File: src/rles_pkg.sv
package rles_pkg;

   // Kinds of request transaction.
   localparam logic REQ_TICK  = 1'b0;
   localparam logic REQ_EVENT = 1'b1;

   // Configuration register indexes.
   localparam logic [1:0] CSR_CTRL_ACTION = 2'd0;
   localparam logic [1:0] CSR_CTRL_COLOR  = 2'd1;
   localparam logic [1:0] CSR_CTRL_CAP    = 2'd2;

   // Effect codes. Code 3 has no effect of its own and behaves as hold.
   localparam logic [1:0] ACT_HOLD    = 2'd0;
   localparam logic [1:0] ACT_BREATHE = 2'd1;
   localparam logic [1:0] ACT_STROBE  = 2'd2;

   // Color codes.
   localparam logic [2:0] COL_BLACK  = 3'd0;
   localparam logic [2:0] COL_RED    = 3'd1;
   localparam logic [2:0] COL_YELLOW = 3'd2;
   localparam logic [2:0] COL_GREEN  = 3'd3;
   localparam logic [2:0] COL_CYAN   = 3'd4;
   localparam logic [2:0] COL_BLUE   = 3'd5;
   localparam logic [2:0] COL_PURPLE = 3'd6;
   localparam logic [2:0] COL_WHITE  = 3'd7;

   localparam logic [6:0] CTRL_CAP_RESET = 7'd100;

   // The control event takes its entry from the configuration registers.
   localparam int CTRL_EVENT = 4;

   localparam int BREATHE_STEP_TICKS = 2;
   localparam int STROBE_DARK_TICKS  = 12;
   localparam int STROBE_LIT_TICKS   = 10;
   localparam int STROBE_TICK_W      = 4;

   typedef struct packed {
      logic active_now;
      logic active_next;
      logic go_dark;
   } evt_state_type;

   typedef struct packed {
      logic tick_go;
      logic go_dark;
   } eng_ctl_type;

   function automatic logic [1:0] fixed_action(input logic [3:0] idx);
      logic [1:0] act;
      case (idx)
         4'd1, 4'd5: act = ACT_BREATHE;
         default:    act = ACT_HOLD;
      endcase
      return act;
   endfunction

   function automatic logic [2:0] fixed_color(input logic [3:0] idx);
      logic [2:0] col;
      case (idx)
         4'd1, 4'd2: col = COL_GREEN;
         4'd3:       col = COL_RED;
         4'd4:       col = COL_WHITE;
         4'd5, 4'd6: col = COL_BLUE;
         default:    col = COL_BLACK;
      endcase
      return col;
   endfunction

   function automatic logic has_red(input logic [2:0] col);
      return (col == COL_RED) || (col == COL_YELLOW) || (col == COL_PURPLE) ||
             (col == COL_WHITE);
   endfunction

   function automatic logic has_green(input logic [2:0] col);
      return (col == COL_YELLOW) || (col == COL_GREEN) || (col == COL_CYAN) ||
             (col == COL_WHITE);
   endfunction

   function automatic logic has_blue(input logic [2:0] col);
      return (col == COL_CYAN) || (col == COL_BLUE) || (col == COL_PURPLE) ||
             (col == COL_WHITE);
   endfunction

endpackage

File: src/rles_req_if.sv
interface rles_req_if;
   logic       valid;
   logic       ready;
   logic       req_type;
   logic [2:0] event_id;
   logic       event_on;

   modport source(output valid, req_type, event_id, event_on, input ready);
   modport sink(input valid, req_type, event_id, event_on, output ready);
endinterface

File: src/rles_rsp_if.sv
interface rles_rsp_if;
   logic       valid;
   logic       ready;
   logic [6:0] red_level;
   logic [6:0] green_level;
   logic [6:0] blue_level;
   logic [2:0] running_event;
   logic       lights_active;

   modport source(output valid, red_level, green_level, blue_level, running_event,
                  lights_active, input ready);
   modport sink(input valid, red_level, green_level, blue_level, running_event,
                lights_active, output ready);
endinterface

File: src/rles_csr_if.sv
interface rles_csr_if;
   logic       valid;
   logic       ready;
   logic [1:0] reg_index;
   logic [6:0] wdata;

   modport source(output valid, reg_index, wdata, input ready);
   modport sink(input valid, reg_index, wdata, output ready);
endinterface

File: src/rgb_led_effect_sequencer_top.sv
// Channel   Role     Payload
// req_chan  sink     req_type, event_id, event_on
// rsp_chan  source   red_level, green_level, blue_level, running_event, lights_active
// csr_chan  sink     reg_index, wdata (always ready)
//
// One request transaction yields one response transaction: an input register,
// then the event and effect logic into the response register. A new request
// can be taken every cycle while the response does not stall.
// A stalled response holds the input register; ready drops only when both
// registers are full. Synchronous reset clears the event and effect state.
module rgb_led_effect_sequencer_top
   import rles_pkg::*;
#(
   parameter int NUM_EVENTS         = 7,
   parameter int LEVEL_MAX          = 100,
   parameter int BREATHE_MIN        = 4,
   parameter int BREATHE_DARK_TICKS = 50
) (
   input logic        clock,
   input logic        reset,
   rles_req_if.sink   req_chan,
   rles_rsp_if.source rsp_chan,
   rles_csr_if.sink   csr_chan
);

   localparam int EW = (NUM_EVENTS > 1) ? $clog2(NUM_EVENTS) : 1;
   localparam int LW = $clog2(LEVEL_MAX + 1);

   logic          in_valid_ff;
   logic          in_type_ff;
   logic [2:0]    in_id_ff;
   logic          in_on_ff;

   logic          rsp_valid_ff;
   logic [6:0]    red_ff, green_ff, blue_ff;
   logic [2:0]    running_ff;
   logic          lights_ff;

   logic [1:0]    ctrl_action_ff;
   logic [2:0]    ctrl_color_ff;
   logic [6:0]    ctrl_cap_ff;

   logic          advance;
   logic          req_take;
   evt_state_type evt;
   eng_ctl_type   ctl;
   logic [EW-1:0] current_now;
   logic [EW-1:0] current_next;
   logic [LW-1:0] red_in, green_in, blue_in;

   assign advance  = in_valid_ff && (!rsp_valid_ff || rsp_chan.ready);
   assign req_chan.ready = !in_valid_ff || advance;
   assign req_take = req_chan.valid && req_chan.ready;
   assign csr_chan.ready = 1'b1;

   assign ctl.tick_go = advance && (in_type_ff == REQ_TICK) && evt.active_now;
   assign ctl.go_dark = evt.go_dark;

   rles_event_ctrl #(
      .NUM_EVENTS(NUM_EVENTS)
   ) u_event_ctrl (
      .clock        (clock),
      .reset        (reset),
      .event_go     (advance && (in_type_ff == REQ_EVENT)),
      .event_id     (in_id_ff),
      .event_on     (in_on_ff),
      .evt          (evt),
      .current_now  (current_now),
      .current_next (current_next)
   );

   rles_effect_engine #(
      .NUM_EVENTS         (NUM_EVENTS),
      .LEVEL_MAX          (LEVEL_MAX),
      .BREATHE_MIN        (BREATHE_MIN),
      .BREATHE_DARK_TICKS (BREATHE_DARK_TICKS)
   ) u_effect_engine (
      .clock          (clock),
      .reset          (reset),
      .ctl            (ctl),
      .current_event  (current_now),
      .ctrl_action    (ctrl_action_ff),
      .ctrl_color     (ctrl_color_ff),
      .ctrl_level_cap (ctrl_cap_ff),
      .red_in         (red_in),
      .green_in       (green_in),
      .blue_in        (blue_in)
   );

   always_ff @(posedge clock) begin
      if (reset) begin
         in_valid_ff <= 1'b0;
      end else if (req_chan.ready) begin
         in_valid_ff <= req_chan.valid;
      end
      if (req_take) begin
         in_type_ff <= req_chan.req_type;
         in_id_ff   <= req_chan.event_id;
         in_on_ff   <= req_chan.event_on;
      end
   end

   always_ff @(posedge clock) begin
      if (reset) begin
         rsp_valid_ff <= 1'b0;
      end else if (advance) begin
         rsp_valid_ff <= 1'b1;
      end else if (rsp_chan.ready) begin
         rsp_valid_ff <= 1'b0;
      end
      if (advance) begin
         red_ff     <= 7'(red_in);
         green_ff   <= 7'(green_in);
         blue_ff    <= 7'(blue_in);
         running_ff <= evt.active_next ? 3'(current_next) : 3'd0;
         lights_ff  <= evt.active_next;
      end
   end

   always_ff @(posedge clock) begin
      if (reset) begin
         ctrl_action_ff <= ACT_HOLD;
         ctrl_color_ff  <= COL_WHITE;
         ctrl_cap_ff    <= CTRL_CAP_RESET;
      end else if (csr_chan.valid) begin
         unique case (csr_chan.reg_index)
            CSR_CTRL_ACTION: ctrl_action_ff <= csr_chan.wdata[1:0];
            CSR_CTRL_COLOR:  ctrl_color_ff  <= csr_chan.wdata[2:0];
            CSR_CTRL_CAP:    ctrl_cap_ff    <= csr_chan.wdata;
            default:         ctrl_cap_ff    <= ctrl_cap_ff;
         endcase
      end
   end

   assign rsp_chan.valid         = rsp_valid_ff;
   assign rsp_chan.red_level     = red_ff;
   assign rsp_chan.green_level   = green_ff;
   assign rsp_chan.blue_level    = blue_ff;
   assign rsp_chan.running_event = running_ff;
   assign rsp_chan.lights_active = lights_ff;

   // An idle block always shows dark levels and event zero.
   a_idle_dark: assert property (@(posedge clock) disable iff (reset)
      rsp_valid_ff && !lights_ff |->
         red_ff == 7'd0 && green_ff == 7'd0 && blue_ff == 7'd0 && running_ff == 3'd0)
      else $error("idle response carries light");

   // Withdrawing the last event darkens the next response.
   a_go_dark: assert property (@(posedge clock) disable iff (reset)
      ctl.go_dark |=> rsp_valid_ff && !lights_ff && red_ff == 7'd0)
      else $error("last event withdrawn but response not dark");

   // A tick only advances effects while an event is raised.
   a_tick_active: assert property (@(posedge clock) disable iff (reset)
      ctl.tick_go |-> evt.active_now && evt.active_next && !ctl.go_dark)
      else $error("effect tick while idle");

   // A waiting request is neither lost nor altered while the response stalls.
   a_hold_input: assert property (@(posedge clock) disable iff (reset)
      in_valid_ff && !advance |=>
         in_valid_ff && $stable(in_type_ff) && $stable(in_id_ff) && $stable(in_on_ff))
      else $error("stalled request changed");

endmodule

File: src/rles_event_ctrl.sv
module rles_event_ctrl
   import rles_pkg::*;
#(
   parameter int NUM_EVENTS = 7,
   localparam int EW = (NUM_EVENTS > 1) ? $clog2(NUM_EVENTS) : 1
) (
   input  logic          clock,
   input  logic          reset,
   input  logic          event_go,
   input  logic [2:0]    event_id,
   input  logic          event_on,
   output evt_state_type evt,
   output logic [EW-1:0] current_now,
   output logic [EW-1:0] current_next
);

   localparam int IDW_RAW = $clog2(NUM_EVENTS + 1);
   localparam int IDW     = (IDW_RAW > 3) ? IDW_RAW : 3;

   logic [NUM_EVENTS-1:0] requests_ff;
   logic [NUM_EVENTS-1:0] requests_in;
   logic                  active_ff;
   logic                  active_in;
   logic [EW-1:0]         current_ff;
   logic [EW-1:0]         current_in;
   logic [EW-1:0]         lowest;
   logic [IDW-1:0]        id_wide;
   logic                  in_range;
   logic                  take;

   assign id_wide  = IDW'(event_id);
   assign in_range = id_wide < IDW'(NUM_EVENTS);
   assign take     = event_go && in_range;

   always_comb begin
      requests_in = requests_ff;
      for (int i = 0; i < NUM_EVENTS; i++) begin
         if (id_wide == IDW'(i)) begin
            requests_in[i] = event_on;
         end
      end
   end

   // Priority encoder: the lowest raised request wins.
   always_comb begin
      lowest = '0;
      for (int i = NUM_EVENTS - 1; i >= 0; i--) begin
         if (requests_in[i]) begin
            lowest = EW'(i);
         end
      end
   end

   always_comb begin
      active_in  = active_ff;
      current_in = current_ff;
      if (take) begin
         active_in = |requests_in;
         if (|requests_in) begin
            current_in = lowest;
         end
      end
   end

   always_ff @(posedge clock) begin
      if (reset) begin
         requests_ff <= '0;
         active_ff   <= 1'b0;
         current_ff  <= '0;
      end else if (take) begin
         requests_ff <= requests_in;
         active_ff   <= active_in;
         current_ff  <= current_in;
      end
   end

   assign evt.active_now  = active_ff;
   assign evt.active_next = active_in;
   assign evt.go_dark     = take && active_ff && !(|requests_in);
   assign current_now     = current_ff;
   assign current_next    = current_in;

endmodule

File: src/rles_effect_engine.sv
module rles_effect_engine
   import rles_pkg::*;
#(
   parameter int NUM_EVENTS         = 7,
   parameter int LEVEL_MAX          = 100,
   parameter int BREATHE_MIN        = 4,
   parameter int BREATHE_DARK_TICKS = 50,
   localparam int EW = (NUM_EVENTS > 1) ? $clog2(NUM_EVENTS) : 1,
   localparam int LW = $clog2(LEVEL_MAX + 1)
) (
   input  logic          clock,
   input  logic          reset,
   input  eng_ctl_type   ctl,
   input  logic [EW-1:0] current_event,
   input  logic [1:0]    ctrl_action,
   input  logic [2:0]    ctrl_color,
   input  logic [6:0]    ctrl_level_cap,
   output logic [LW-1:0] red_in,
   output logic [LW-1:0] green_in,
   output logic [LW-1:0] blue_in
);

   localparam int BMAX    = (LEVEL_MAX > BREATHE_MIN) ? LEVEL_MAX : BREATHE_MIN;
   localparam int BLW     = $clog2(BMAX + 1);
   localparam int BTW_RAW = $clog2(BREATHE_DARK_TICKS + 1);
   localparam int BTW     = (BTW_RAW > 2) ? BTW_RAW : 2;
   localparam int CMW     = (LW > 7) ? LW : 7;
   localparam int STW     = STROBE_TICK_W;

   typedef enum logic [1:0] {
      BR_DARK,
      BR_RISE,
      BR_FALL
   } breathe_phase_type;

   typedef enum logic [1:0] {
      ST_DARK,
      ST_LIT,
      ST_GAP
   } strobe_phase_type;

   breathe_phase_type b_phase_ff, b_phase_in;
   logic [BTW-1:0]    b_ticks_ff, b_ticks_in;
   logic [BLW-1:0]    b_level_ff, b_level_in;
   logic [BTW:0]      b_step;
   logic [BLW:0]      b_lv;

   strobe_phase_type  s_phase_ff, s_phase_in;
   logic [STW-1:0]    s_ticks_ff, s_ticks_in;
   logic [LW-1:0]     s_level;

   logic [LW-1:0]     entry_ff [NUM_EVENTS];
   logic [LW-1:0]     held_ff  [3];

   logic              is_ctrl;
   logic [1:0]        act;
   logic [2:0]        col;
   logic [CMW-1:0]    cap_wide;
   logic [LW-1:0]     cap;
   logic [LW-1:0]     cur_level;
   logic [BLW-1:0]    raw_level;
   logic [LW-1:0]     new_level;
   logic              breathe_go;
   logic              strobe_go;

   assign is_ctrl = int'(current_event) == CTRL_EVENT;
   assign act     = is_ctrl ? ctrl_action : fixed_action(4'(current_event));
   assign col     = is_ctrl ? ctrl_color  : fixed_color(4'(current_event));

   assign cap_wide = CMW'(ctrl_level_cap);
   assign cap = !is_ctrl ? LW'(LEVEL_MAX) :
                (cap_wide > CMW'(LEVEL_MAX)) ? LW'(LEVEL_MAX) : LW'(cap_wide);

   assign breathe_go = ctl.tick_go && (act == ACT_BREATHE);
   assign strobe_go  = ctl.tick_go && (act == ACT_STROBE);
   assign cur_level  = entry_ff[current_event];

   // Breathe: dark hold at the floor, then one step up or down every
   // second tick between the floor and the full level.
   always_comb begin
      b_phase_in = b_phase_ff;
      b_ticks_in = b_ticks_ff;
      b_level_in = b_level_ff;
      b_step     = {1'b0, b_ticks_ff} + 1'b1;
      b_lv       = {1'b0, b_level_ff};
      unique case (b_phase_ff)
         BR_DARK: begin
            if (b_ticks_ff >= BTW'(BREATHE_DARK_TICKS)) begin
               b_phase_in = BR_RISE;
               b_ticks_in = BTW'(1);
            end else begin
               b_ticks_in = BTW'(b_step);
            end
            b_level_in = BLW'(BREATHE_MIN);
         end
         BR_RISE: begin
            if (b_step >= (BTW+1)'(BREATHE_STEP_TICKS)) begin
               b_lv   = b_lv + 1'b1;
               b_step = '0;
            end
            if (b_lv >= (BLW+1)'(LEVEL_MAX)) begin
               b_lv       = (BLW+1)'(LEVEL_MAX);
               b_phase_in = BR_FALL;
               b_step     = '0;
            end
            b_ticks_in = BTW'(b_step);
            b_level_in = BLW'(b_lv);
         end
         BR_FALL: begin
            if (b_step >= (BTW+1)'(BREATHE_STEP_TICKS)) begin
               if (b_lv != '0) begin
                  b_lv = b_lv - 1'b1;
               end
               b_step = '0;
            end
            if (b_lv <= (BLW+1)'(BREATHE_MIN)) begin
               b_lv       = (BLW+1)'(BREATHE_MIN);
               b_phase_in = BR_DARK;
               b_step     = '0;
            end
            b_ticks_in = BTW'(b_step);
            b_level_in = BLW'(b_lv);
         end
         default: begin
            b_phase_in = b_phase_ff;
         end
      endcase
   end

   always_comb begin
      s_phase_in = s_phase_ff;
      s_ticks_in = s_ticks_ff + 1'b1;
      s_level    = cur_level;
      unique case (s_phase_ff)
         ST_DARK: begin
            s_level = '0;
            if (s_ticks_ff >= STW'(STROBE_DARK_TICKS)) begin
               s_phase_in = ST_LIT;
               s_ticks_in = STW'(1);
            end
         end
         ST_LIT: begin
            s_level = LW'(LEVEL_MAX);
            if (s_ticks_ff >= STW'(STROBE_LIT_TICKS)) begin
               s_phase_in = ST_GAP;
               s_ticks_in = STW'(1);
            end
         end
         ST_GAP: begin
            s_level = '0;
            if (s_ticks_ff > STW'(STROBE_DARK_TICKS)) begin
               s_phase_in = ST_DARK;
               s_ticks_in = STW'(1);
            end
         end
         default: begin
            s_ticks_in = s_ticks_ff;
         end
      endcase
   end

   always_comb begin
      if (act == ACT_BREATHE) begin
         raw_level = b_level_in;
      end else if (act == ACT_STROBE) begin
         raw_level = BLW'(s_level);
      end else begin
         raw_level = BLW'(cur_level);
      end
      new_level = (raw_level > BLW'(cap)) ? cap : LW'(raw_level);
   end

   always_comb begin
      red_in   = held_ff[0];
      green_in = held_ff[1];
      blue_in  = held_ff[2];
      if (ctl.tick_go) begin
         red_in   = has_red(col)   ? new_level : '0;
         green_in = has_green(col) ? new_level : '0;
         blue_in  = has_blue(col)  ? new_level : '0;
      end else if (ctl.go_dark) begin
         red_in   = '0;
         green_in = '0;
         blue_in  = '0;
      end
   end

   always_ff @(posedge clock) begin
      if (reset) begin
         b_phase_ff <= BR_DARK;
         b_ticks_ff <= '0;
         b_level_ff <= BLW'(BREATHE_MIN);
         s_phase_ff <= ST_DARK;
         s_ticks_ff <= '0;
         held_ff[0] <= '0;
         held_ff[1] <= '0;
         held_ff[2] <= '0;
         for (int i = 0; i < NUM_EVENTS; i++) begin
            entry_ff[i] <= (i == 0) ? '0 : LW'(LEVEL_MAX);
         end
      end else begin
         if (breathe_go) begin
            b_phase_ff <= b_phase_in;
            b_ticks_ff <= b_ticks_in;
            b_level_ff <= b_level_in;
         end
         if (strobe_go) begin
            s_phase_ff <= s_phase_in;
            s_ticks_ff <= s_ticks_in;
         end
         if (ctl.tick_go) begin
            entry_ff[current_event] <= new_level;
         end
         held_ff[0] <= red_in;
         held_ff[1] <= green_in;
         held_ff[2] <= blue_in;
      end
   end

endmodule
File: src/flat_wrapper.sv
// flat-port wrapper written by rule: the top's interface ports become plain ports
module rgb_led_effect_sequencer_top_flat import rles_pkg::*;
#(
   parameter int NUM_EVENTS         = 7,
   parameter int LEVEL_MAX          = 100,
   parameter int BREATHE_MIN        = 4,
   parameter int BREATHE_DARK_TICKS = 50
)
  (clock, reset, req_chan_valid, req_chan_req_type, req_chan_event_id, req_chan_event_on, req_chan_ready, rsp_chan_valid, rsp_chan_red_level, rsp_chan_green_level, rsp_chan_blue_level, rsp_chan_running_event, rsp_chan_lights_active, rsp_chan_ready, csr_chan_valid, csr_chan_reg_index, csr_chan_wdata, csr_chan_ready);
  rles_req_if req_chan_i ();
  rles_rsp_if rsp_chan_i ();
  rles_csr_if csr_chan_i ();
  input logic clock;
  input logic reset;
  input wire logic [$bits(req_chan_i.valid)-1:0] req_chan_valid;
  input wire logic [$bits(req_chan_i.req_type)-1:0] req_chan_req_type;
  input wire logic [$bits(req_chan_i.event_id)-1:0] req_chan_event_id;
  input wire logic [$bits(req_chan_i.event_on)-1:0] req_chan_event_on;
  output wire logic [$bits(req_chan_i.ready)-1:0] req_chan_ready;
  output wire logic [$bits(rsp_chan_i.valid)-1:0] rsp_chan_valid;
  output wire logic [$bits(rsp_chan_i.red_level)-1:0] rsp_chan_red_level;
  output wire logic [$bits(rsp_chan_i.green_level)-1:0] rsp_chan_green_level;
  output wire logic [$bits(rsp_chan_i.blue_level)-1:0] rsp_chan_blue_level;
  output wire logic [$bits(rsp_chan_i.running_event)-1:0] rsp_chan_running_event;
  output wire logic [$bits(rsp_chan_i.lights_active)-1:0] rsp_chan_lights_active;
  input wire logic [$bits(rsp_chan_i.ready)-1:0] rsp_chan_ready;
  input wire logic [$bits(csr_chan_i.valid)-1:0] csr_chan_valid;
  input wire logic [$bits(csr_chan_i.reg_index)-1:0] csr_chan_reg_index;
  input wire logic [$bits(csr_chan_i.wdata)-1:0] csr_chan_wdata;
  output wire logic [$bits(csr_chan_i.ready)-1:0] csr_chan_ready;
  assign req_chan_i.valid = req_chan_valid;
  assign req_chan_i.req_type = req_chan_req_type;
  assign req_chan_i.event_id = req_chan_event_id;
  assign req_chan_i.event_on = req_chan_event_on;
  assign req_chan_ready = req_chan_i.ready;
  assign rsp_chan_valid = rsp_chan_i.valid;
  assign rsp_chan_red_level = rsp_chan_i.red_level;
  assign rsp_chan_green_level = rsp_chan_i.green_level;
  assign rsp_chan_blue_level = rsp_chan_i.blue_level;
  assign rsp_chan_running_event = rsp_chan_i.running_event;
  assign rsp_chan_lights_active = rsp_chan_i.lights_active;
  assign rsp_chan_i.ready = rsp_chan_ready;
  assign csr_chan_i.valid = csr_chan_valid;
  assign csr_chan_i.reg_index = csr_chan_reg_index;
  assign csr_chan_i.wdata = csr_chan_wdata;
  assign csr_chan_ready = csr_chan_i.ready;
  rgb_led_effect_sequencer_top #(.NUM_EVENTS(NUM_EVENTS), .LEVEL_MAX(LEVEL_MAX), .BREATHE_MIN(BREATHE_MIN), .BREATHE_DARK_TICKS(BREATHE_DARK_TICKS)) u_core (.clock(clock), .reset(reset), .req_chan(req_chan_i), .rsp_chan(rsp_chan_i), .csr_chan(csr_chan_i));
endmodule
File: config.mk
export PLATFORM = sky130hd
export DESIGN_NAME = rgb_led_effect_sequencer_top_flat
export DESIGN_NICKNAME = d
export VERILOG_FILES = /design/src/rles_pkg.sv /design/src/rles_req_if.sv /design/src/rles_rsp_if.sv /design/src/rles_csr_if.sv /design/src/rgb_led_effect_sequencer_top.sv /design/src/rles_event_ctrl.sv /design/src/rles_effect_engine.sv /design/src/flat_wrapper.sv
export SDC_FILE = /design/constraint.sdc
export NUM_CORES = 1
export LEC_CHECK = 0
export BUFFER_PORTS_ARGS = -buffer_cell sky130_fd_sc_hd__buf_2
export CAP_MARGIN = 40
export CORE_AREA = 2 2 150 188
export DETAILED_ROUTE_END_ITERATION = 10
export DIE_AREA = 0 0 152 190
export GPL_TIMING_DRIVEN = 0
export SLEW_MARGIN = 5
export SYNTH_ARGS = -nofsm -noshare
export SYNTH_HDL_FRONTEND = slang
export SYNTH_SLANG_ARGS = --single-unit
File: constraint.sdc
create_clock -name clock -period 14.1 [get_ports clock]
set_input_delay 2.82 -clock clock [delete_from_list [all_inputs] [get_ports clock]]
set_output_delay 2.82 -clock clock [all_outputs]
set_load 0.005 [all_outputs]
==> metrics.md, run 1 <==
| Metric | Value |
|---|---|
| Outcome | finished clean |
| Crit-path max FO | 4 |
| Post-route setup TNS | 0 ns |
| RSZ-0062 raised after global routing | no |
| Hold Crit Depth | 2 |
| Worst vdd ir | 79.5 uV |
| DRC | 0 |
| Seq/Total Area, Yosys | 0.488 |
| CTS Buf Count | 17 |
| Worst reg2reg path depth | 22 |
| Starting density of the core | 0.294 |
| Syn_area_per_cell | 9.72 um^2 |
| Sequential Area | 3910 um^2 |
| Met3 WL post-DR | 913 um |
| H-tree depth | 4 |
| Worst EP required | 11.28 ns |
| Cell count after synthesis | 825 |
| DIE AREA | 28900 um^2 |
| CTS Sinks | 156 |
| All-layer global routing usage | 0.158 |
| CP Capture Type | output port |
| Hold EP | u_core.u_effect_engine.held_ff[0][15]$_SDFF_PP0_ |
| Final ANT Viol Nets | 0 |
| GP Congestion | 0.930 |
| Final period util | 0.444 |
| CP startpoint kind | primary input |
| Worst setup slack after placement | 7.82 ns |
| Final Worst Setup Slack | 7.84 ns |
| First-pass GRT wire length | 35800 um |
| Pre-antenna DRT Iters | 5 |
| Resized cells post-CTS | 0 |
| HP Class | reg2reg |
| Worst slew pin tran | 0.932 ns |
| Die height | 190 um |
| Fin. Hold Viols | 0 |
| WP data arrival | 3.44 ns |
| Inst Count DP | 1223 |
| Main synth FF type | edfxtp_1 |
| FILL cells | 2770 |
| WL met2 | 11100 um |
| Row count | 68 |
| Max Cap Viol | 0 |
| Pwr Total | 0.00102 W |
| Post-CTS Hold Fix Bufs | 0 |
| Vias in the first global route | 6432 |
| #FFs+latches synth | 156 |
| Multi-input gate area | 3790 um^2 |
| Area growth, synth to finish | 15.9% |
| M1 wire length | 9560 um |
| Hold Slack | 0.460 ns |
| DRT iter0 DRCs | 497 |
| Root Driver | clkbuf_16 |
| Clock transition at path regs | 0.07 ns |
| Max-slew headroom | 0.377 |
| RR Startpoint | u_core.u_effect_engine.b_ticks_ff[0]$_SDFFE_PP0P_ |
| Minimum clock period | 6.26 ns |
| R2R setup slack | 7.88 ns |
| Max Slew Vio Count | 0 |
| Largest net degree at the start of global routing | 29 |
| Most frequent cells in the layout | nor2_1 (105), nand2_1 (79), edfxtp_1 (79), dfxtp_1 (77), buf_2 (50) |
| Core area | 27300 um^2 |
| Hold wc startpoint | u_core.u_effect_engine.held_ff[0][15]$_SDFF_PP0_ |
| Ant diodes | 0 |
| Power Dens Cells | 110 nW/um^2 |
| LEAKAGE | 3.23 nW |
| GRT overflow | 0 |
| DP HPWL | 16500 um |
| Max Fclk | 160 MHz |
| Post-Syn Area | 8020 um^2 |
| CTS tree | done |
| Drt total wl | 22300 um |
| Die width | 152 um |
| Post-CTS Setup Inserts | 0 |
| Synth Net Count | 866 |
| Final cell count without fillers | 1255 |
| Warnings, synthesis | 0 |
| Final Setup Violations | 0 |
| Post-synth EDFFs | 79 |
| Vias | 6576 |
| Max layer used | met4 |
| Setup CP Type | in2out |
| Netlist cell types | 69 |
| Routed WL per cell | 17.8 um |
| RR Endpoint | u_core.u_effect_engine.entry_ff[7][5]$_DFFE_PP_ |
| Commonest non-fill, non-tap cell in the layout | nor2_1 |
| Clk_lat worst skew | 0.44 ns |
| Final net count | 933 |
| Share of cells above drive strength 1 | 0.136 |
| Via-to-Cell Ratio | 5.24 |
| Clock buffer depth | 2 |
| Top Ports | 47 |
| Initial antenna violation count | 0 |
| Post-synth ARST share | 0 |
| Port Buffers | 44 |
| Clock Skew | 0.00908 ns |
sequential cells by signal, indices dropped and copies added (netlist names), 6 cells and up, named ones only:
register                           count
u_core.ctrl_cap_ff                     7
u_core.rsp_chan.blue_level             7
u_core.rsp_chan.green_level            7
u_core.rsp_chan.red_level              7
u_core.u_effect_engine.b_level_ff      7
u_core.u_effect_engine.b_ticks_ff      6
u_core.u_effect_engine.entry_ff       56
u_core.u_effect_engine.held_ff        21
u_core.u_event_ctrl.requests_ff        7
metal layers:
metal / global-route usage / vias up
met5: 0 / -
li1: - / 3161
met1: 0.196 / 3162
met4: 0.0676 / 0
met3: 0.0205 / 52
met2: 0.277 / 201
critical path, stage by stage:
cell,delay (ns)
buf_2,0.09
nor2b_1,0.29
nand2_1,0.10
buf_2,0.14
cells by family (layout without fill, tap and decap cells):
logic type / Yosys count / count (layout) / synth area share
buffers and inverters: 83 / 163 / 0.0402
DFF: 156 / 156 / 0.488
other: 1 / 1 / 0.000467
and+or+nand+nor: 324 / 324 / 0.194
muxes: 40 / 40 / 0.0721
AOI/OAI and AO/OA: 194 / 194 / 0.166
adders and majority gates: 22 / 22 / 0.0343
xor gates and xnor gates: 5 / 5 / 0.00546
synth_stat cells, drive strengths merged (3+ instances only):
cell type  count  share of area
nor3b          5         0.0047
nor3          23          0.014
inv           41          0.019
nand3b        12          0.011
nor4           8         0.0062
nand2         79          0.037
xnor2          4         0.0044
a21o           5         0.0047
o21ai         48          0.031
clkbuf        32          0.015
o21a           4         0.0037
o22ai          5         0.0039
nor4b          3         0.0033
a311oi         4         0.0044
nand4          4         0.0031
o31ai         11          0.012
or3            3         0.0023
a31oi          8         0.0062
o211ai         6         0.0056
and2           7         0.0055
a211oi        26          0.025
dfxtp         77           0.19
mux2i         24          0.030
nor2b         22          0.017
edfxtp        79           0.30
and3           4         0.0031
a211o          7         0.0076
nand2b        10         0.0078
nand3         22          0.014
mux4          14          0.039
or2           10         0.0078
buf           10         0.0061
a21oi         42          0.026
ha            22          0.034
o41ai          3         0.0033
a22o           4         0.0055
nor2         106          0.050
where the power goes:
group          total (W)  switching [W]  internal, W
combinational  0.0000736      0.0000490    0.0000247
clock           0.000459       0.000213     0.000246
sequential      0.000490     0.00000508     0.000485
worst max-delay path by stage:
stage                                                                  from                                                  end  slack (ns)  cells past startpoint
final                                                        rsp_chan_ready                                       req_chan_ready        7.84                      4
after global placement                                       rsp_chan_ready      u_core.u_effect_engine.entry_ff[7][5]$_DFFE_PP_        6.57                      7
after CTS                                                    rsp_chan_ready                                       req_chan_ready        7.82                      4
after floorplan                                              rsp_chan_ready  u_core.u_effect_engine.entry_ff[2][0]$_SDFFCE_PN0P_        8.15                      7
after global routing      u_core.u_effect_engine.b_ticks_ff[0]$_SDFFE_PP0P_      u_core.u_effect_engine.entry_ff[7][5]$_DFFE_PP_        7.33                     22
after detailed placement                                     rsp_chan_ready                                       req_chan_ready        7.82                      4
stage by stage:
| step | util | instance area [um^2] |
|---|---|---|
| after floorplan | - | 8020 |
| after global placement | 0.318 | 8680 |
| after detailed placement | 0.319 | 8710 |
| after CTS | 0.340 | 9300 |
| after global routing | 0.340 | 9300 |
| final | 0.340 | 9300 |
layout make-up:
| class | instances | share of cell area |
|---|---|---|
| Buffer | 42 | 0.0182 |
| Clock buffer | 18 | 0.0485 |
| Clock inverter | 14 | 0.0147 |
| Inverter | 41 | 0.0166 |
| Multi-Input combinational cell | 586 | 0.408 |
| Sequential cell | 156 | 0.421 |
| Tap cell | 350 | 0.0471 |
| Timing Repair Buffer | 48 | 0.0261 |
(Power assumes the default switching activity.)
==> inputs of run 2 (changes only) <==
==> constraint.sdc (replaced) <==
create_clock -name clock -period 6.6 [get_ports clock]
set_input_delay 1.32 -clock clock [delete_from_list [all_inputs] [get_ports clock]]
set_output_delay 1.32 -clock clock [all_outputs]
set_load 0.005 [all_outputs]
==> run 2 against run 1 <==
Compared with the run above: global-route usage stayed put; via count decreased by 0.35%; setup slack worse by 7.3 ns; combinational power is 110% higher; flip-flop and latch count is the same.
==> metrics.md, run 2 (synthesized netlist as in run 1, its figures left out) <==
| Metric | Value |
|---|---|
| Setup CP Type | reg2reg (was in2out) |
| Inst Count DP | 1223 (unchanged) |
| Initial antenna violation count | 0 (unchanged) |
| Commonest non-fill, non-tap cell in the layout | nor2_1 (unchanged) |
| GP Congestion | 0.930 (unchanged) |
| Core area | 27300 um^2 (unchanged) |
| RSZ-0062 raised after global routing | no (unchanged) |
| Clock transition at path regs | 0.07 ns (about the same) |
| Routed WL per cell | 17.8 um (about the same) |
| Worst reg2reg path depth | 22 (unchanged) |
| Clock Skew | 0.00948 ns (was 0.00908 ns) |
| RR Endpoint | u_core.u_effect_engine.entry_ff[7][5]$_DFFE_PP_ (unchanged) |
| Biggest registers after layout | u_core.u_effect_engine.entry_ff x56, u_core.u_effect_engine.held_ff x21 (unchanged) |
| GRT overflow | 0 (unchanged) |
| Via-to-Cell Ratio | 5.22 (was 5.24) |
| Hold Crit Depth | 2 (unchanged) |
| Worst path cell trace | inv_1 -> ha_1 -> or3b_1 -> a211o_1 -> nor2_4 -> o211ai_1 -> o32ai_2 -> o21ai_1 -> a31oi_1 -> inv_1 -> nand2_1 -> ha_1 -> nor2b_1 -> o21ai_0 -> a21oi_1 -> a211oi_1 -> or2_2 -> clkbuf_1 -> nand2_1 -> nor2_1 -> buf_2 -> o21ai_0 (was buf_2 -> nor2b_1 -> nand2_1 -> buf_2) |
| Ant diodes | 0 (unchanged) |
| Biggest register | u_core.u_effect_engine.entry_ff (unchanged) |
| LEAKAGE | 3.23 nW (about the same) |
| Final period util | 0.918 |
| CTS Buf Count | 17 (unchanged) |
| Top Ports | 47 (unchanged) |
| DP HPWL | 16500 um (unchanged) |
| Worst slew pin tran | 0.929 ns (was 0.932 ns) |
| Die width | 152 um (unchanged) |
| Row count | 68 (unchanged) |
| Die height | 190 um (unchanged) |
| Vias in the first global route | 6432 (unchanged) |
| Area growth, synth to finish | 16.0% (was 15.9%) |
| Max FFs per register | 56 (unchanged) |
| Worst vdd ir | 170 uV (was 79.5 uV) |
| Fin. Hold Viols | 0 (unchanged) |
| CTS tree | done (unchanged) |
| Max-slew headroom | 0.378 (was 0.377) |
| Final cell count without fillers | 1255 (unchanged) |
| CTS Sinks | 156 (unchanged) |
| Worst path top cell family by delay | compound AO/OA/AOI/OAI gates (was simple AND/OR/NAND/NOR gates) |
| Critical-path top delay cell | dfxtp_1 (was nor2b_1) |
| CP startpoint kind | flip-flop (was primary input) |
| First-pass GRT wire length | 35800 um (unchanged) |
| Buf+Inv Stages, Crit Path | 4 (was 2) |
| Post-CTS Setup Inserts | 0 (unchanged) |
| Pre-antenna DRT Iters | 5 (unchanged) |
| Crit-path max FO | 10 (was 4) |
| Final Setup Violations | 0 (unchanged) |
| Port Buffers | 44 (unchanged) |
| Max Slew Vio Count | 0 (unchanged) |
| Post-route setup TNS | 0 ns (unchanged) |
| Clk_lat worst skew | 0.44 ns (about the same) |
| CP Capture Type | flip-flop (was output port) |
| Clock buffer depth | 2 (unchanged) |
| Outcome | finished clean (unchanged) |
| Max Cap Viol | 0 (unchanged) |
| Share of cells above drive strength 1 | 0.136 (unchanged) |
| All-layer global routing usage | 0.158 (unchanged) |
| Drt total wl | 22300 um (about the same) |
| RR Startpoint | u_core.u_effect_engine.b_ticks_ff[0]$_SDFFE_PP0P_ (unchanged) |
| HP Class | reg2reg (unchanged) |
| Hold EP | u_core.u_effect_engine.held_ff[0][15]$_SDFF_PP0_ (unchanged) |
| DRC | 0 (unchanged) |
| Minimum clock period | 6.06 ns |
| Power Dens Cells | 235 nW/um^2 (was 110 nW/um^2) |
| Slowest stage delay, CP | 0.44 ns (was 0.29 ns) |
| Vias | 6553 (was 6576) |
| Largest net degree at the start of global routing | 29 (unchanged) |
| Final net count | 933 (unchanged) |
| H-tree depth | 4 (unchanged) |
| Final ANT Viol Nets | 0 (unchanged) |
| Root Driver | clkbuf_16 (unchanged) |
| Post-CTS Hold Fix Bufs | 0 (unchanged) |
| DIE AREA | 28900 um^2 (unchanged) |
| R2R setup slack | 0.54 ns (was 7.88 ns) |
| DRT iter0 DRCs | 540 (was 497) |
| Max Fclk | 165 MHz |
| Worst EP required | 6.74 ns (was 11.28 ns) |
| WP data arrival | 6.19 ns (was 3.44 ns) |
| Most frequent cells in the layout | nor2_1 (105), nand2_1 (79), edfxtp_1 (79), dfxtp_1 (77), buf_2 (50) (unchanged) |
| Starting density of the core | 0.294 (unchanged) |
| Hold wc startpoint | u_core.u_effect_engine.held_ff[0][15]$_SDFF_PP0_ (unchanged) |
[run 2: cell counts in the layout (fill, tap and decap cells not counted)]
No cell type changed its count.
[run 2: power breakdown]
part           internal (W)  switching, W  leakage (nW)
clock network      0.000526      0.000457         0.291
registers           0.00104     0.0000108          1.36
logic             0.0000527      0.000105          1.59
total               0.00161      0.000572          3.23
[run 2: routing by layer]
layer | global-route usage | up-vias | routed length (um)
met5 | 0 | - | 0
met4 | 0.0676 | 0 | 743
met3 | 0.0205 | 53 | 928
met2 | 0.277 | 206 | 11100
met1 | 0.196 | 3133 | 9530
li1 | - | 3161 | -
[run 2: final cells by class]
class / count / area [um^2]
plain buffers: 42 / 169
clock buffers: 18 / 450
clock inverters: 14 / 136
fillers: 2769 / 18000
inverters: 41 / 154
multi-input cells: 586 / 3800
flip-flops and latches: 156 / 3910
well taps: 350 / 438
repair buffers: 48 / 243
[run 2: stage by stage]
step / cell area (um^2) / util / hold slack [ns] / setup WS [ns] / total power [W]
6_report: 9300 / 0.341 / 0.460 / 0.544 / 0.00219
5_1_grt: 9300 / 0.341 / 0.475 / 0.0474 / 0.00226
4_1_cts: 9300 / 0.340 / 0.463 / 0.451 / 0.00220
3_5_place_dp: 8710 / 0.319 / 0.453 / 0.458 / 0.00123
3_3_place_gp: 8680 / 0.318 / 0.446 / 0.363 / 0.00122
2_1_floorplan: 8020 / - / 0.433 / 1.65 / 0.00117
[run 2: worst reg2reg max path: stages (launching register included)]
cell	delay, ns
dfxtp_1	0.44
inv_1	0.07
ha_1	0.29
or3b_1	0.39
a211o_1	0.36
nor2_4	0.32
o211ai_1	0.25
o32ai_2	0.40
o21ai_1	0.17
a31oi_1	0.44
inv_1	0.08
nand2_1	0.09
ha_1	0.24
nor2b_1	0.14
o21ai_0	0.14
a21oi_1	0.08
a211oi_1	0.43
or2_2	0.20
clkbuf_1	0.34
nand2_1	0.09
nor2_1	0.33
buf_2	0.32
o21ai_0	0.13
[run 2: worst max-delay path by stage]
stage          cells past startpoint                                              end                                         startpoint
6_report                          22  u_core.u_effect_engine.entry_ff[7][5]$_DFFE_PP_  u_core.u_effect_engine.b_ticks_ff[0]$_SDFFE_PP0P_
3_3_place_gp                      22  u_core.u_effect_engine.entry_ff[5][5]$_DFFE_PP_  u_core.u_effect_engine.b_ticks_ff[0]$_SDFFE_PP0P_
4_1_cts                           22  u_core.u_effect_engine.entry_ff[7][5]$_DFFE_PP_  u_core.u_effect_engine.b_ticks_ff[0]$_SDFFE_PP0P_
3_5_place_dp                      22  u_core.u_effect_engine.entry_ff[5][5]$_DFFE_PP_  u_core.u_effect_engine.b_ticks_ff[0]$_SDFFE_PP0P_
2_1_floorplan                     21         u_core.rsp_chan.green_level[0]$_DFFE_PP_  u_core.u_effect_engine.b_ticks_ff[0]$_SDFFE_PP0P_
5_1_grt                           22  u_core.u_effect_engine.entry_ff[7][5]$_DFFE_PP_  u_core.u_effect_engine.b_ticks_ff[0]$_SDFFE_PP0P_
[run 2: timing repair]
item,4_1_cts,5_1_grt
endpoints found under the hold margin,0,0
gates resized for setup,0,1
setup endpoints to repair,0,30
==> inputs of run 3 (changes only) <==
--- a/config.mk
+++ b/config.mk
@@ -5,6 +5,7 @@
 export SDC_FILE = /design/constraint.sdc
 export NUM_CORES = 1
 export LEC_CHECK = 0
+export ABC_AREA = 1
 export BUFFER_PORTS_ARGS = -buffer_cell sky130_fd_sc_hd__buf_2
 export CAP_MARGIN = 40
 export CORE_AREA = 2 2 150 188
==> run 3 against run 2 <==
Compared with the run above: routed wire length shrank 6.4%; combinational power increased by 6%; core utilization down 0.050 points; maximum frequency increased by 29%; register-to-register slack gained 1.4 ns; non-clock buffer count is 7 lower; sequential share of layout area is 0.062 points higher; area after synthesis fell by 0.16%; largest cell class unchanged; largest power group unchanged.
==> metrics.md, run 3 <==
| Metric | Value |
|---|---|
| Outcome | finished clean (unchanged) |
| Setup CP Type | reg2reg (unchanged) |
| Max Fclk | 213 MHz (was 165 MHz) |
| Post-synth ARST share | 0 (unchanged) |
| Comb pwr share | 0.077 (was 0.072) |
| Drt total wl | 20900 um (was 22300 um) |
| R2R setup slack | 1.91 ns (was 0.54 ns) |
| Post-Syn Area | 8010 um^2 (was 8020 um^2) |
| Critical-path top delay cell | dfxtp_1 (unchanged) |
| First-pass GRT wire length | 33600 um (was 35800 um) |
| Synth Net Count | 1016 (was 866) |
| Worst reg2reg path depth | 26 (was 22) |
| Commonest non-fill, non-tap cell in the layout | nand2_1 (was nor2_1) |
| Hold EP | u_core.ctrl_color_ff[0]$_SDFFE_PP1P_ (was u_core.u_effect_engine.held_ff[0][15]$_SDFF_PP0_) |
| Root Driver | clkbuf_16 (unchanged) |
| Resized cells post-CTS | 0 (unchanged) |
| Post-route setup TNS | 0 ns (unchanged) |
| Max FFs per register | 56 (unchanged) |
| Worst EP required | 6.89 ns (was 6.74 ns) |
| Ant diodes | 0 (unchanged) |
| GRT overflow | 0 (unchanged) |
| Starting density of the core | 0.293 (was 0.294) |
| Routed WL per cell | 14.9 um (was 17.8 um) |
| CP Capture Type | flip-flop (unchanged) |
| Vias in the first global route | 6672 (was 6432) |
| Largest net degree at the start of global routing | 25 (was 29) |
| Max-slew headroom | 0.436 (was 0.378) |
| Post-CTS Hold Fix Bufs | 0 (unchanged) |
| Port Buffers | 45 (was 44) |
| Biggest register | u_core.u_effect_engine.entry_ff (unchanged) |
| WP data arrival | 4.98 ns (was 6.19 ns) |
| Final ANT Viol Nets | 0 (unchanged) |
| Row count | 68 (unchanged) |
| Count leader, synth | nand2_1 (was nor2_1) |
| #FFs+latches synth | 156 (unchanged) |
| Share of cells above drive strength 1 | 0.132 (was 0.136) |
| Minimum clock period | 4.69 ns (was 6.06 ns) |
| Power Dens Cells | 233 nW/um^2 (was 235 nW/um^2) |
| Pre-antenna DRT Iters | 6 (was 5) |
| Final period util | 0.711 (was 0.918) |
| CTS tree | done (unchanged) |
| HP Class | reg2reg (unchanged) |
| DP HPWL | 15700 um (was 16500 um) |
| Post-synth EDFFs | 79 (unchanged) |
| Via-to-Cell Ratio | 4.92 (was 5.22) |
| Slowest stage delay, CP | 0.48 ns (was 0.44 ns) |
| Most frequent cells in the layout | nand2_1 (189), nor2_1 (110), nand3_1 (102), inv_1 (94), edfxtp_1 (79) (was nor2_1 (105), nand2_1 (79), edfxtp_1 (79), dfxtp_1 (77), buf_2 (50)) |
| Crit-path max FO | 10 (unchanged) |
| Clock Skew | 0.0120 ns (was 0.00948 ns) |
| Post-synth top area share | 0.296 (about the same) |
| RR Startpoint | u_core.u_effect_engine.b_ticks_ff[0]$_SDFFE_PP0P_ (unchanged) |
| Clock transition at path regs | 0.07 ns (about the same) |
| RR Endpoint | u_core.u_effect_engine.entry_ff[3][0]$_SDFFCE_PN0P_ (was u_core.u_effect_engine.entry_ff[7][5]$_DFFE_PP_) |
| CP startpoint kind | flip-flop (unchanged) |
| Main synth FF type | edfxtp_1 (unchanged) |
| Area leader, netlist | edfxtp_1 (unchanged) |
| Clock buffer depth | 2 (unchanged) |
| Max Cap Viol | 0 (unchanged) |
| Netlist cell types | 50 (was 69) |
| CTS Buf Count | 17 (unchanged) |
| RSZ-0062 raised after global routing | no (unchanged) |
| Net Switching | 0.000577 W (was 0.000572 W) |
| Area growth, synth to finish | 16.0% (about the same) |
| Final Core Density | 0.340 (was 0.341) |
| Hold Crit Depth | 2 (unchanged) |
| CTS Sinks | 156 (unchanged) |
| Biggest registers after layout | u_core.u_effect_engine.entry_ff x56, u_core.u_effect_engine.held_ff x21 (unchanged) |
| Worst slew pin tran | 0.843 ns (was 0.929 ns) |
| Clock power share | 0.439 (was 0.449) |
| Max Slew Vio Count | 0 (unchanged) |
| Seq pwr share | 0.484 (was 0.479) |
| Initial antenna violation count | 0 (unchanged) |
| Synth top area cells | edfxtp_1 (30%), dfxtp_1 (19%), nand2_1 (8.9%) (was edfxtp_1 (30%), dfxtp_1 (19%), nor2_1 (4.9%)) |
| Core area | 27300 um^2 (unchanged) |
| Syn_area_per_cell | 8.21 um^2 (was 9.72 um^2) |
| Fin. Hold Viols | 0 (unchanged) |
| Clk_lat worst skew | 0.43 ns (was 0.44 ns) |
| Top Ports | 47 (unchanged) |
| Final Setup Violations | 0 (unchanged) |
| Switch share | 0.266 (was 0.262) |
| DRT iter0 DRCs | 506 (was 540) |
| All-layer global routing usage | 0.145 (was 0.158) |
| Vias | 6917 (was 6553) |
| Worst path top cell family by delay | simple AND/OR/NAND/NOR gates (was compound AO/OA/AOI/OAI gates) |
| Die height | 190 um (unchanged) |
| H-tree depth | 4 (unchanged) |
| Seq/Total Area, Yosys | 0.489 (was 0.488) |
| GP Congestion | 0.897 (was 0.930) |
| DIE AREA | 28900 um^2 (unchanged) |
| Cell count after synthesis | 975 (was 825) |
| Warnings, synthesis | 0 (unchanged) |
| Final net count | 1083 (was 933) |
| DRC | 0 (unchanged) |
| Hold wc startpoint | u_core.ctrl_color_ff[0]$_SDFFE_PP1P_ (was u_core.u_effect_engine.held_ff[0][15]$_SDFF_PP0_) |
| Post-CTS Setup Inserts | 0 (unchanged) |
| Die width | 152 um (unchanged) |
| Worst vdd ir | 156 uV (was 170 uV) |
| LEAKAGE | 3.84 nW (was 3.23 nW) |
| Pint | 0.00159 W (was 0.00161 W) |
| Post-synth top cells | nand2_1 (189), nor2_1 (110), nand3_1 (102) (was nor2_1 (105), edfxtp_1 (79), nand2_1 (79)) |
| Buf+Inv Stages, Crit Path | 6 (was 4) |
[run 3: cell types whose count changed after synthesis, moves of 16 or more]
cell	change
nand2_1	+110
nand3_1	+80
inv_1	+53
a21oi_1	+31
o21ai_0	+27
mux2i_1	-24
nor2b_1	-22
nor3_1	-17
a211oi_1	-16
nand3_2	+16
[run 3: through the flow]
stage	setup slack [ns]	instances	area [um^2]	power, W	hold WS (ns)
2_1_floorplan	2.77	975	8010	0.00117	0.429
3_3_place_gp	1.89	1370	8670	0.00123	0.448
3_5_place_dp	1.96	1373	8710	0.00123	0.450
4_1_cts	1.93	1405	9290	0.00218	0.467
5_1_grt	1.49	1405	9290	0.00224	0.480
6_report	1.91	1405	9290	0.00216	0.461
[run 3: power groups by stage]
stage                     clock network, W  logic [W]  registers (W)
final                             0.000950   0.000167        0.00105
after global routing               0.00100   0.000183        0.00105
after CTS                         0.000967   0.000165        0.00105
after detailed placement                 0   0.000165        0.00107
after global placement                   0   0.000160        0.00107
after floorplan                          0   0.000104        0.00107
[run 3: logic make-up (layout without fill, tap and decap cells)]
| family | after synthesis | in the layout | share of synthesized area |
|---|---|---|---|
| and+or+nand+nor | 466 | 466 | 0.269 |
| buffers and inverters | 139 | 219 | 0.0686 |
| AOI/OAI and AO/OA | 185 | 185 | 0.132 |
| adders and majority gates | 22 | 22 | 0.0344 |
| other | 1 | 1 | 0.000468 |
| xor gates and xnor gates | 6 | 6 | 0.00656 |
| DFF | 156 | 156 | 0.489 |
[run 3: layout make-up]
class	count	area, um^2
clock inverter	15	153
clock buffer	17	425
tap	350	438
inverter	104	390
buffer	35	159
sequential	156	3910
fill	2846	18000
timing repair buffer	48	263
multi-input combinational	680	3550
[run 3: worst max path at each step]
stage               cells after the start  slack (ns)                                             endpoint                                               from
floorplan                              25        2.77  u_core.u_effect_engine.entry_ff[0][0]$_SDFFCE_PN0P_  u_core.u_effect_engine.b_ticks_ff[0]$_SDFFE_PP0P_
global placement                       25        1.89               u_core.rsp_chan.red_level[0]$_DFFE_PP_  u_core.u_effect_engine.b_ticks_ff[0]$_SDFFE_PP0P_
detailed placement                     26        1.96  u_core.u_effect_engine.entry_ff[3][0]$_SDFFCE_PN0P_  u_core.u_effect_engine.b_ticks_ff[0]$_SDFFE_PP0P_
CTS                                    25        1.93  u_core.u_effect_engine.entry_ff[2][3]$_SDFFCE_PN0P_  u_core.u_effect_engine.b_ticks_ff[0]$_SDFFE_PP0P_
global route                           27        1.49  u_core.u_effect_engine.entry_ff[3][0]$_SDFFCE_PN0P_  u_core.u_effect_engine.b_ticks_ff[0]$_SDFFE_PP0P_
finish                                 26        1.91  u_core.u_effect_engine.entry_ff[3][0]$_SDFFCE_PN0P_  u_core.u_effect_engine.b_ticks_ff[0]$_SDFFE_PP0P_
[run 3: routing by layer]
layer	wire length (um)	track usage	up-vias
met2	10700	0.260	185
met3	869	0.0276	46
met5	0	0	-
met1	8710	0.169	3229
li1	-	-	3457
met4	644	0.0618	0
[run 3: worst reg2reg max path, cell delays in order, from the launching register on]
cell and delay, ns:
dfxtp_1 0.48, inv_1 0.12, ha_1 0.29, inv_1 0.04
nor2_1 0.11, nand3_1 0.13, nor2_4 0.22, nand3_4 0.16
buf_6 0.18, nand3_1 0.06, nand2_1 0.10, o21bai_1 0.18
a21oi_1 0.13, nand2_1 0.12, nand3_2 0.10, nand2_1 0.07
ha_1 0.34, a21oi_1 0.16, a21oi_1 0.09, a211oi_1 0.24
inv_1 0.09, nand2_1 0.28, inv_1 0.17, o21ai_0 0.14
buf_2 0.25, nand3_4 0.15, nor2_1 0.12
